==> src/design/cpsa_pkg.sv <==
// Package: shared types and constants of the contiguous page segment allocator.
`default_nettype none
package cpsa_pkg;
    localparam logic [1:0] K_ALLOC = 2'd0;
    localparam logic [1:0] K_FREE  = 2'd1;
    localparam logic [1:0] K_READ  = 2'd2;
    localparam logic [1:0] K_WRITE = 2'd3;

    localparam logic [1:0] ST_OK     = 2'd0;
    localparam logic [1:0] ST_NOSPC  = 2'd1;
    localparam logic [1:0] ST_NOPID  = 2'd2;

    localparam logic [10:0] TOTAL_RESET = 11'd256;

    typedef enum logic [7:0] {
        S_IDLE  = 8'b0000_0001,
        S_LOOK  = 8'b0000_0010,
        S_DEC   = 8'b0000_0100,
        S_FSCAN = 8'b0000_1000,
        S_FSTEP = 8'b0001_0000,
        S_CSCAN = 8'b0010_0000,
        S_CSTEP = 8'b0100_0000,
        S_DONE  = 8'b1000_0000
    } t_state;
endpackage
`default_nettype wire

==> src/design/contiguous_page_segment_allocator_unit.sv <==
// Top level: segment table, sequencer and shared address-order scan unit.
// Usage: raise start with kind/pid/page_count/page_in_process while busy is low.
// The item is taken on that edge; busy stays high until the result beat,
// which appears on the o_ ports for exactly one cycle with o_done high.
// The receiver cannot stall; results are never held.
// Sequence: a lookup pass over MAX_SEGMENTS entries (one entry per cycle), a
// decode state and an output state (S_DONE) for every item. An allocate adds a
// first-fit walk: each step is one min-base search over the table plus a step
// state, up to one step per live segment plus one. Compaction adds the same
// again plus a second first-fit walk.
// busy is low again while o_done is high, so the next item can be taken at the
// edge that ends the result beat.
// Config: i_cfg_valid/o_cfg_ready write total_pages; ready is high while idle.
// Reset (synchronous, i_rst_n low) clears all valid bits and sets total_pages 256.
`default_nettype none
module contiguous_page_segment_allocator_unit #(
    parameter int MAX_SEGMENTS = 16,
    parameter int MAX_PAGES    = 1024
) (
    input  wire logic        i_clk,
    input  wire logic        i_rst_n,
    input  wire logic        start,
    output logic             busy,
    input  wire logic [1:0]  i_kind,
    input  wire logic [15:0] i_pid,
    input  wire logic [10:0] i_page_count,
    input  wire logic [9:0]  i_page_in_process,
    input  wire logic        i_cfg_valid,
    output logic             o_cfg_ready,
    input  wire logic [10:0] i_cfg_data,
    output logic             o_done,
    output logic [1:0]       o_status,
    output logic [9:0]       o_segment_start,
    output logic [9:0]       o_absolute_page,
    output logic [15:0]      o_reads_done,
    output logic [15:0]      o_writes_done,
    output logic             o_compacted
);
    localparam int IW = (MAX_SEGMENTS > 1) ? $clog2(MAX_SEGMENTS) : 1;
    localparam int AW = $clog2(MAX_PAGES) + 1;   // holds MAX_PAGES itself
    localparam int UW = AW + IW + 1;             // sum of lengths
    localparam logic [IW:0] LAST = (IW+1)'(MAX_SEGMENTS - 1);

    logic [MAX_SEGMENTS-1:0] r_valid, n_valid;
    logic [MAX_SEGMENTS-1:0] r_seen, n_seen;
    logic [15:0]    r_owner [MAX_SEGMENTS];
    logic [AW-1:0]  r_base  [MAX_SEGMENTS];
    logic [AW-1:0]  r_len   [MAX_SEGMENTS];
    logic [15:0]    r_rdc   [MAX_SEGMENTS];
    logic [15:0]    r_wrc   [MAX_SEGMENTS];

    cpsa_pkg::t_state r_state, n_state;
    logic [10:0]   r_total;
    logic [1:0]    r_kind;
    logic [15:0]   r_pid;
    logic [10:0]   r_cnt;
    logic [9:0]    r_pip;
    logic [IW:0]   r_i, n_i;
    logic          r_hit, n_hit;
    logic [IW-1:0] r_k, n_k;
    logic          r_slot_ok, n_slot_ok;
    logic [IW-1:0] r_slot, n_slot;
    logic [UW-1:0] r_used, n_used;
    logic          r_best_ok, n_best_ok;
    logic [IW-1:0] r_best, n_best;
    logic [AW-1:0] r_cursor, n_cursor;
    logic          r_comp, n_comp;
    logic [1:0]    r_st, n_st;
    logic [AW-1:0] r_start, n_start;

    logic [AW-1:0] area;
    logic [IW-1:0] idx;
    logic [AW:0]   seg_end, gap_end;
    logic          fit;
    logic          wr_alloc, wr_base;
    logic [AW-1:0] off;

    assign idx  = r_i[IW-1:0];
    assign area = ({21'd0, r_total} > 32'(MAX_PAGES)) ? AW'(MAX_PAGES) : AW'(r_total);
    assign busy = (r_state != cpsa_pkg::S_IDLE);
    assign o_cfg_ready = !busy;

    // gap check for the current first-fit step
    always_comb begin
        seg_end = {1'b0, r_base[r_best]} + {1'b0, r_len[r_best]};
        gap_end = {1'b0, area};
        if (r_best_ok && r_base[r_best] < area) gap_end = {1'b0, r_base[r_best]};
        fit = (gap_end > {1'b0, r_cursor}) &&
              (gap_end - {1'b0, r_cursor} >= (AW+1)'(r_cnt));
        off = ((AW+1)'(r_pip) < {1'b0, r_len[r_k]}) ? AW'(r_pip) : r_len[r_k] - 1'b1;
    end

    always_comb begin
        n_state = r_state; n_i = r_i; n_hit = r_hit; n_k = r_k;
        n_slot_ok = r_slot_ok; n_slot = r_slot; n_used = r_used;
        n_best_ok = r_best_ok; n_best = r_best; n_cursor = r_cursor;
        n_comp = r_comp; n_st = r_st; n_start = r_start;
        n_valid = r_valid; n_seen = r_seen;
        wr_alloc = 1'b0; wr_base = 1'b0;
        unique case (r_state)
            cpsa_pkg::S_IDLE: begin
                if (start) begin
                    n_state = cpsa_pkg::S_LOOK; n_i = '0; n_hit = 1'b0;
                    n_slot_ok = 1'b0; n_used = '0; n_comp = 1'b0;
                    n_st = cpsa_pkg::ST_OK; n_start = '0;
                end
            end
            cpsa_pkg::S_LOOK: begin
                if (r_valid[idx]) begin
                    n_used = r_used + UW'(r_len[idx]);
                    if (!r_hit && r_owner[idx] == r_pid) begin
                        n_hit = 1'b1; n_k = idx;
                    end
                end else if (!r_slot_ok) begin
                    n_slot_ok = 1'b1; n_slot = idx;
                end
                n_i = r_i + 1'b1;
                if (r_i == LAST) n_state = cpsa_pkg::S_DEC;
            end
            cpsa_pkg::S_DEC: begin
                n_state = cpsa_pkg::S_DONE;
                if (r_kind == cpsa_pkg::K_ALLOC) begin
                    if (r_cnt == '0 || r_hit || !r_slot_ok ||
                        (UW'(area) < r_used) || (UW'(area) - r_used < UW'(r_cnt))) begin
                        n_st = cpsa_pkg::ST_NOSPC;
                    end else begin
                        n_state = cpsa_pkg::S_FSCAN; n_seen = '0; n_cursor = '0;
                        n_i = '0; n_best_ok = 1'b0;
                    end
                end else if (!r_hit) begin
                    n_st = cpsa_pkg::ST_NOPID;
                end else if (r_kind == cpsa_pkg::K_FREE) begin
                    n_valid[r_k] = 1'b0;
                end
            end
            cpsa_pkg::S_FSCAN, cpsa_pkg::S_CSCAN: begin
                if (r_valid[idx] && !r_seen[idx] &&
                    (!r_best_ok || r_base[idx] < r_base[r_best])) begin
                    n_best_ok = 1'b1; n_best = idx;
                end
                n_i = r_i + 1'b1;
                if (r_i == LAST)
                    n_state = (r_state == cpsa_pkg::S_FSCAN) ? cpsa_pkg::S_FSTEP
                                                             : cpsa_pkg::S_CSTEP;
            end
            cpsa_pkg::S_FSTEP: begin
                n_i = '0; n_best_ok = 1'b0;
                if (fit) begin
                    n_start = r_cursor; wr_alloc = 1'b1;
                    n_valid[r_slot] = 1'b1; n_state = cpsa_pkg::S_DONE;
                end else if (!r_best_ok) begin
                    if (r_comp) begin
                        n_st = cpsa_pkg::ST_NOSPC; n_state = cpsa_pkg::S_DONE;
                    end else begin
                        n_comp = 1'b1; n_seen = '0; n_cursor = '0;
                        n_state = cpsa_pkg::S_CSCAN;
                    end
                end else begin
                    n_seen[r_best] = 1'b1;
                    if (seg_end > {1'b0, r_cursor}) n_cursor = AW'(seg_end);
                    n_state = cpsa_pkg::S_FSCAN;
                end
            end
            cpsa_pkg::S_CSTEP: begin
                n_i = '0; n_best_ok = 1'b0;
                if (!r_best_ok) begin
                    n_seen = '0; n_cursor = '0; n_state = cpsa_pkg::S_FSCAN;
                end else begin
                    n_seen[r_best] = 1'b1; wr_base = 1'b1;
                    n_cursor = r_cursor + r_len[r_best];
                    n_state = cpsa_pkg::S_CSCAN;
                end
            end
            cpsa_pkg::S_DONE: n_state = cpsa_pkg::S_IDLE;
            default: n_state = cpsa_pkg::S_IDLE;
        endcase
    end

    always_ff @(posedge i_clk) begin
        if (!i_rst_n) begin
            r_state <= cpsa_pkg::S_IDLE;
            r_valid <= '0;
            r_total <= cpsa_pkg::TOTAL_RESET;
            o_done  <= 1'b0;
        end else begin
            r_state <= n_state;
            r_valid <= n_valid;
            o_done  <= (r_state == cpsa_pkg::S_DONE);
            if (i_cfg_valid && o_cfg_ready) r_total <= i_cfg_data;
        end
    end

    always_ff @(posedge i_clk) begin
        r_i <= n_i; r_hit <= n_hit; r_k <= n_k; r_slot_ok <= n_slot_ok;
        r_slot <= n_slot; r_used <= n_used; r_best_ok <= n_best_ok;
        r_best <= n_best; r_cursor <= n_cursor; r_comp <= n_comp;
        r_st <= n_st; r_start <= n_start; r_seen <= n_seen;
        if (r_state == cpsa_pkg::S_IDLE && start) begin
            r_kind <= i_kind; r_pid <= i_pid;
            r_cnt <= i_page_count; r_pip <= i_page_in_process;
        end
        if (wr_alloc) begin
            r_owner[r_slot] <= r_pid;
            r_base[r_slot]  <= r_cursor;
            r_len[r_slot]   <= AW'(r_cnt);
            r_rdc[r_slot]   <= '0;
            r_wrc[r_slot]   <= '0;
        end
        if (wr_base) r_base[r_best] <= r_cursor;
        if (r_state == cpsa_pkg::S_DEC && r_hit) begin
            if (r_kind == cpsa_pkg::K_READ && r_rdc[r_k] != 16'hFFFF)
                r_rdc[r_k] <= r_rdc[r_k] + 16'd1;
            if (r_kind == cpsa_pkg::K_WRITE && r_wrc[r_k] != 16'hFFFF)
                r_wrc[r_k] <= r_wrc[r_k] + 16'd1;
        end
        if (r_state == cpsa_pkg::S_DEC) begin
            o_segment_start <= '0; o_absolute_page <= '0;
            o_reads_done <= '0; o_writes_done <= '0;
            if (r_kind != cpsa_pkg::K_ALLOC && r_hit) begin
                if (r_kind == cpsa_pkg::K_FREE) begin
                    o_segment_start <= r_base[r_k][9:0];
                    o_reads_done <= r_rdc[r_k]; o_writes_done <= r_wrc[r_k];
                end else begin
                    o_absolute_page <= 10'(r_base[r_k] + off);
                end
            end
        end
        if (r_state == cpsa_pkg::S_DONE) begin
            o_status <= r_st;
            o_compacted <= r_comp;
            if (r_kind == cpsa_pkg::K_ALLOC)
                o_segment_start <= (r_st == cpsa_pkg::ST_OK) ? r_start[9:0] : 10'd0;
        end
    end
endmodule
`default_nettype wire

==> config.mk <==
export PLATFORM = sky130hd
export DESIGN_NAME = contiguous_page_segment_allocator_unit
export DESIGN_NICKNAME = d
export VERILOG_FILES = /design/src/design/cpsa_pkg.sv /design/src/design/contiguous_page_segment_allocator_unit.sv
export SDC_FILE = /design/constraint.sdc
export NUM_CORES = 2
export LEC_CHECK = 0
export BUFFER_PORTS_ARGS = -buffer_cell sky130_fd_sc_hd__buf_2
export CAP_MARGIN = 20
export CORE_UTILIZATION = 45
export DETAILED_ROUTE_END_ITERATION = 7
export GPL_TIMING_DRIVEN = 0
export HOLD_SLACK_MARGIN = 0.03
export MAX_ROUTING_LAYER = met4
export PLACE_DENSITY = 0.69
export SYNTH_ARGS = -nofsm -noshare
export SYNTH_HDL_FRONTEND = slang
export SYNTH_SLANG_ARGS = --single-unit
==> constraint.sdc <==
create_clock -name i_clk -period 10.5 [get_ports i_clk]
set_input_delay 1.575 -clock i_clk [delete_from_list [all_inputs] [get_ports i_clk]]
set_output_delay 1.575 -clock i_clk [all_outputs]
set_load 0.01 [all_outputs]
==> summary.json <==
{
  "unrepaired_setup_endpoints_after_global_routing": "false",
  "synth.avg_cell_area_um2": 18.42,
  "dp_hpwl_mm": 119.4,
  "die_h_um": 371.5,
  "syn-cell-area_um2": 61440,
  "final-setup-viol-count": 0,
  "clkSlewWorstSetupHoldPaths_ps": 60,
  "maxCapViolations": 0,
  "cts_setup_buffers": 0,
  "globalplace.congestion": 0.9608,
  "criticalPathCategory": "register to register",
  "worst_clock_skew_ps": 39.11,
  "yosysWarningCount": 0,
  "starting_drc_count_in_detailed_routing": 4989,
  "worst_r2r_endpoint": "r_base[12][4]",
  "number_of_clock_buffers_inserted_by_tritoncts": 138,
  "hold-path-endpoint": "o_segment_start[9]",
  "fin_nets": 3867,
  "synthArstFlopShare_pct": 0,
  "ctsResizeCount": 0,
  "timing.reg2reg.setup_slack_ps": 320,
  "htreeDepth": 4,
  "hold_buffers": 0,
  "worstSetupStartpointType": "register",
  "leakagePower_nw": 23.68,
  "timing.fmax_ghz": 0.09826,
  "period_share_pct": 96.92,
  "drt.antenna.violating_nets": 0,
  "drcViolationCount": 0,
  "timing.critical_path.slowest_cell_delay_ps": 870,
  "placed_cell_areas_um2": 66040,
  "via_count": 35350,
  "wire_per_inst_um": 30.63,
  "cp_top_family": "compound AO/OA/AOI/OAI gates",
  "fin_worst_hold_slack_ps": 451.9,
  "reg2reg_depth": 32,
  "timing_max_transition_violations_final": 0,
  "timing.hold.worst_path_depth": 2,
  "finalWorstPathRequiredPeriod_ps": 10180,
  "status": "complete, no violations",
  "crit_path_top_delay_cell": "sky130_fd_sc_hd__clkbuf_1",
  "global_route.overflow_total": 0,
  "netlist_instances": 3336,
  "grt_start_max_net_pins": 35,
  "placeable_core_region_um2": 135500,
  "layout.filler_cells": 10680,
  "post_drt_via_cell_ratio": 6.349,
  "syn_to_final_growth_pct": 14.61,
  "synth.area.top_cells": "sky130_fd_sc_hd__edfxtp_1, sky130_fd_sc_hd__mux4_2, sky130_fd_sc_hd__ha_1, sky130_fd_sc_hd__dfxtp_1, sky130_fd_sc_hd__o21ai_0",
  "grt_pass1_wl_mm": 243.9,
  "max-clock-path-buffers": 3,
  "cp_max_fo": 10,
  "critical_path_buf_inv_count": 6,
  "drive_above_1_share_pct": 29.42,
  "num_rows": 135,
  "power_density_nw_per_um2": 163.9,
  "hold_path.startpoint": "r_start[9]",
  "post-synth-top-area-cell": "sky130_fd_sc_hd__edfxtp_1",
  "grtUsageTotal_pct": 25.71,
  "drt_pass1_iterations": 6,
  "number_of_global_route_vias_before_repair": 34820,
  "synth_top_flop_cell": "sky130_fd_sc_hd__edfxtp_1",
  "synth-seq-cells": 1338,
  "power.ir.vdd_worst_mv": 0.1536,
  "initial_utilization_pct": 45.35,
  "critical_path.most_common_cell": "sky130_fd_sc_hd__a21oi_1",
  "slew_headroom_pct": 18.85,
  "synth_enable_flop_cells": 1280,
  "synth_seq_area_share_pct": 64.45,
  "clock-sinks": 1338,
  "worst-endpoint-arrival_ps": 10660,
  "grt_antenna_before_repair": 5,
  "postRouteWirelength_mm": 170.6,
  "timing_worst_slew_pin_value_ps": 1217,
  "postLayoutCellArea_um2": 70420,
  "synth.net_count": 3525,
  "cts_root_buffer": "sky130_fd_sc_hd__clkbuf_16",
  "floorplan.io_pins": 112,
  "buffer_ports.inserted": 111,
  "finalHoldViolCount": 0,
  "hold_path.class": "register to register",
  "die_area_um2": 138000,
  "die_w_um": 371.5,
  "tritoncts": "done",
  "synthDistinctLibCells": 80,
  "required_ps": 10980,
  "end_kind": "register",
  "design_power_total_mw": 11.54,
  "post-synth-top-area-fraction_pct": 62.56,
  "clock_latency_ps": 790
}
[flip-flops by register name (all words and copies together) (netlist names), 5 cells and up, named ones only]
register,flops
o_absolute_page,10
o_reads_done,16
o_segment_start,10
o_writes_done,16
r_base,176
r_cnt,11
r_cursor,11
r_i,5
r_len,176
r_owner,256
r_pid,16
r_pip,10
r_rdc,256
r_seen,16
r_start,10
r_state,8
r_total,11
r_used,16
r_valid,16
r_wrc,256
[how the worst max path moves through the flow]
stage                  start  cells past startpoint  slack [ps]       endpoint
floorplan           register                     30        1950    r_cursor[0]
global placement    register                     29       -1250   r_base[0][4]
detailed placement  register                     31         250  r_base[12][4]
CTS                 register                     31         220  r_base[12][4]
global route        register                     32          20  r_base[12][4]
finish              register                     32         320  r_base[12][4]
[power by group]
group,internal (mW),switching (mW)
clock,2.70,2.07
combinational,0.375,0.494
sequential,5.84,0.0653
total,8.92,2.63
[metal layers]
| metal | track usage, % | vias to the layer above | part of all wire [%] |
|---|---|---|---|
| li1 | - | 14470 | - |
| met2 | 40.01 | 2085 | 48 |
| met5 | - | - | 0 |
| met1 | 33.82 | 18430 | 39 |
| met3 | 5.007 | 367 | 9.5 |
| met4 | 9.269 | 0 | 3.7 |
[layout by cell type (no fill, tap or decap), types with 58 or more instances in the layout]
cell type	synthesis	final
sky130_fd_sc_hd__inv_1	108	90
sky130_fd_sc_hd__o21ai_0	109	75
sky130_fd_sc_hd__mux4_2	561	561
sky130_fd_sc_hd__edfxtp_1	1280	1280
sky130_fd_sc_hd__ha_1	129	129
sky130_fd_sc_hd__clkbuf_1	81	113
sky130_fd_sc_hd__nand2_1	120	120
sky130_fd_sc_hd__nor2_1	136	135
sky130_fd_sc_hd__dfxtp_1	58	58
sky130_fd_sc_hd__a21oi_1	85	85
sky130_fd_sc_hd__buf_2	33	145
sky130_fd_sc_hd__clkbuf_16	0	143
[cells by family after synthesis]
group | Yosys count | share of synthesized area (%)
AND/OR/NAND/NOR | 503 | 4.042
adder cells (fa/ha/maj) | 135 | 2.823
flip-flops | 1338 | 64.45
XOR/XNOR | 100 | 1.426
AO/OA/AOI/OAI | 391 | 4.122
multiplexers | 586 | 21.00
buffers and inverters | 283 | 2.140
[cell type report]
class | instances | area, um2 | share of cell area [%]
multi-input cells | 1715 | 20730 | 29.45
inverters | 110 | 412.9 | 0.5864
clock buffers | 176 | 3712 | 5.272
flip-flops and latches | 1338 | 39600 | 56.23
plain buffers | 172 | 898.4 | 1.276
clock inverters | 69 | 601.8 | 0.8547
repair buffers | 203 | 2220 | 3.152
well taps | 1781 | 2228 | 3.165
diodes | 4 | 10.01 | 0.01421
[worst reg2reg max path: cells and delay by family (launching register included)]
family	cells	cell delay (ps)
compound gates	17	3790
buf+inv	6	2720
fa+ha+maj	3	1090
mux	2	1010
simple gates	3	900
flops	1	300
xor+xnor	1	100
[stage by stage]
stage,std cells,worst slack (ps),setup TNS (ps),util [%]
final,5568,322.9,0,51.98
after global routing,5568,24.17,0,51.98
after CTS,5560,219.2,0,51.94
after detailed placement,5315,251.3,0,48.75
after global placement,5228,-1254,-1139360,47.41
after floorplan,3336,1954,0,-
[synth_stat cells, drive strengths merged, types with 10 or more instances]
cell / number
a21boi: 32
a21o: 35
a21oi: 85
a22o: 11
a22oi: 38
a31oi: 10
and2: 55
and3: 14
buf: 92
clkbuf: 81
dfxtp: 58
edfxtp: 1280
ha: 129
inv: 108
mux2: 13
mux2i: 12
mux4: 561
nand2: 120
nand2b: 16
nand3: 47
nand4: 16
nor2: 137
nor2b: 26
nor3: 19
o21a: 11
o21ai: 110
o21bai: 11
or3: 13
xnor2: 49
xor2: 51
Power figures use the tool's default switching activity.
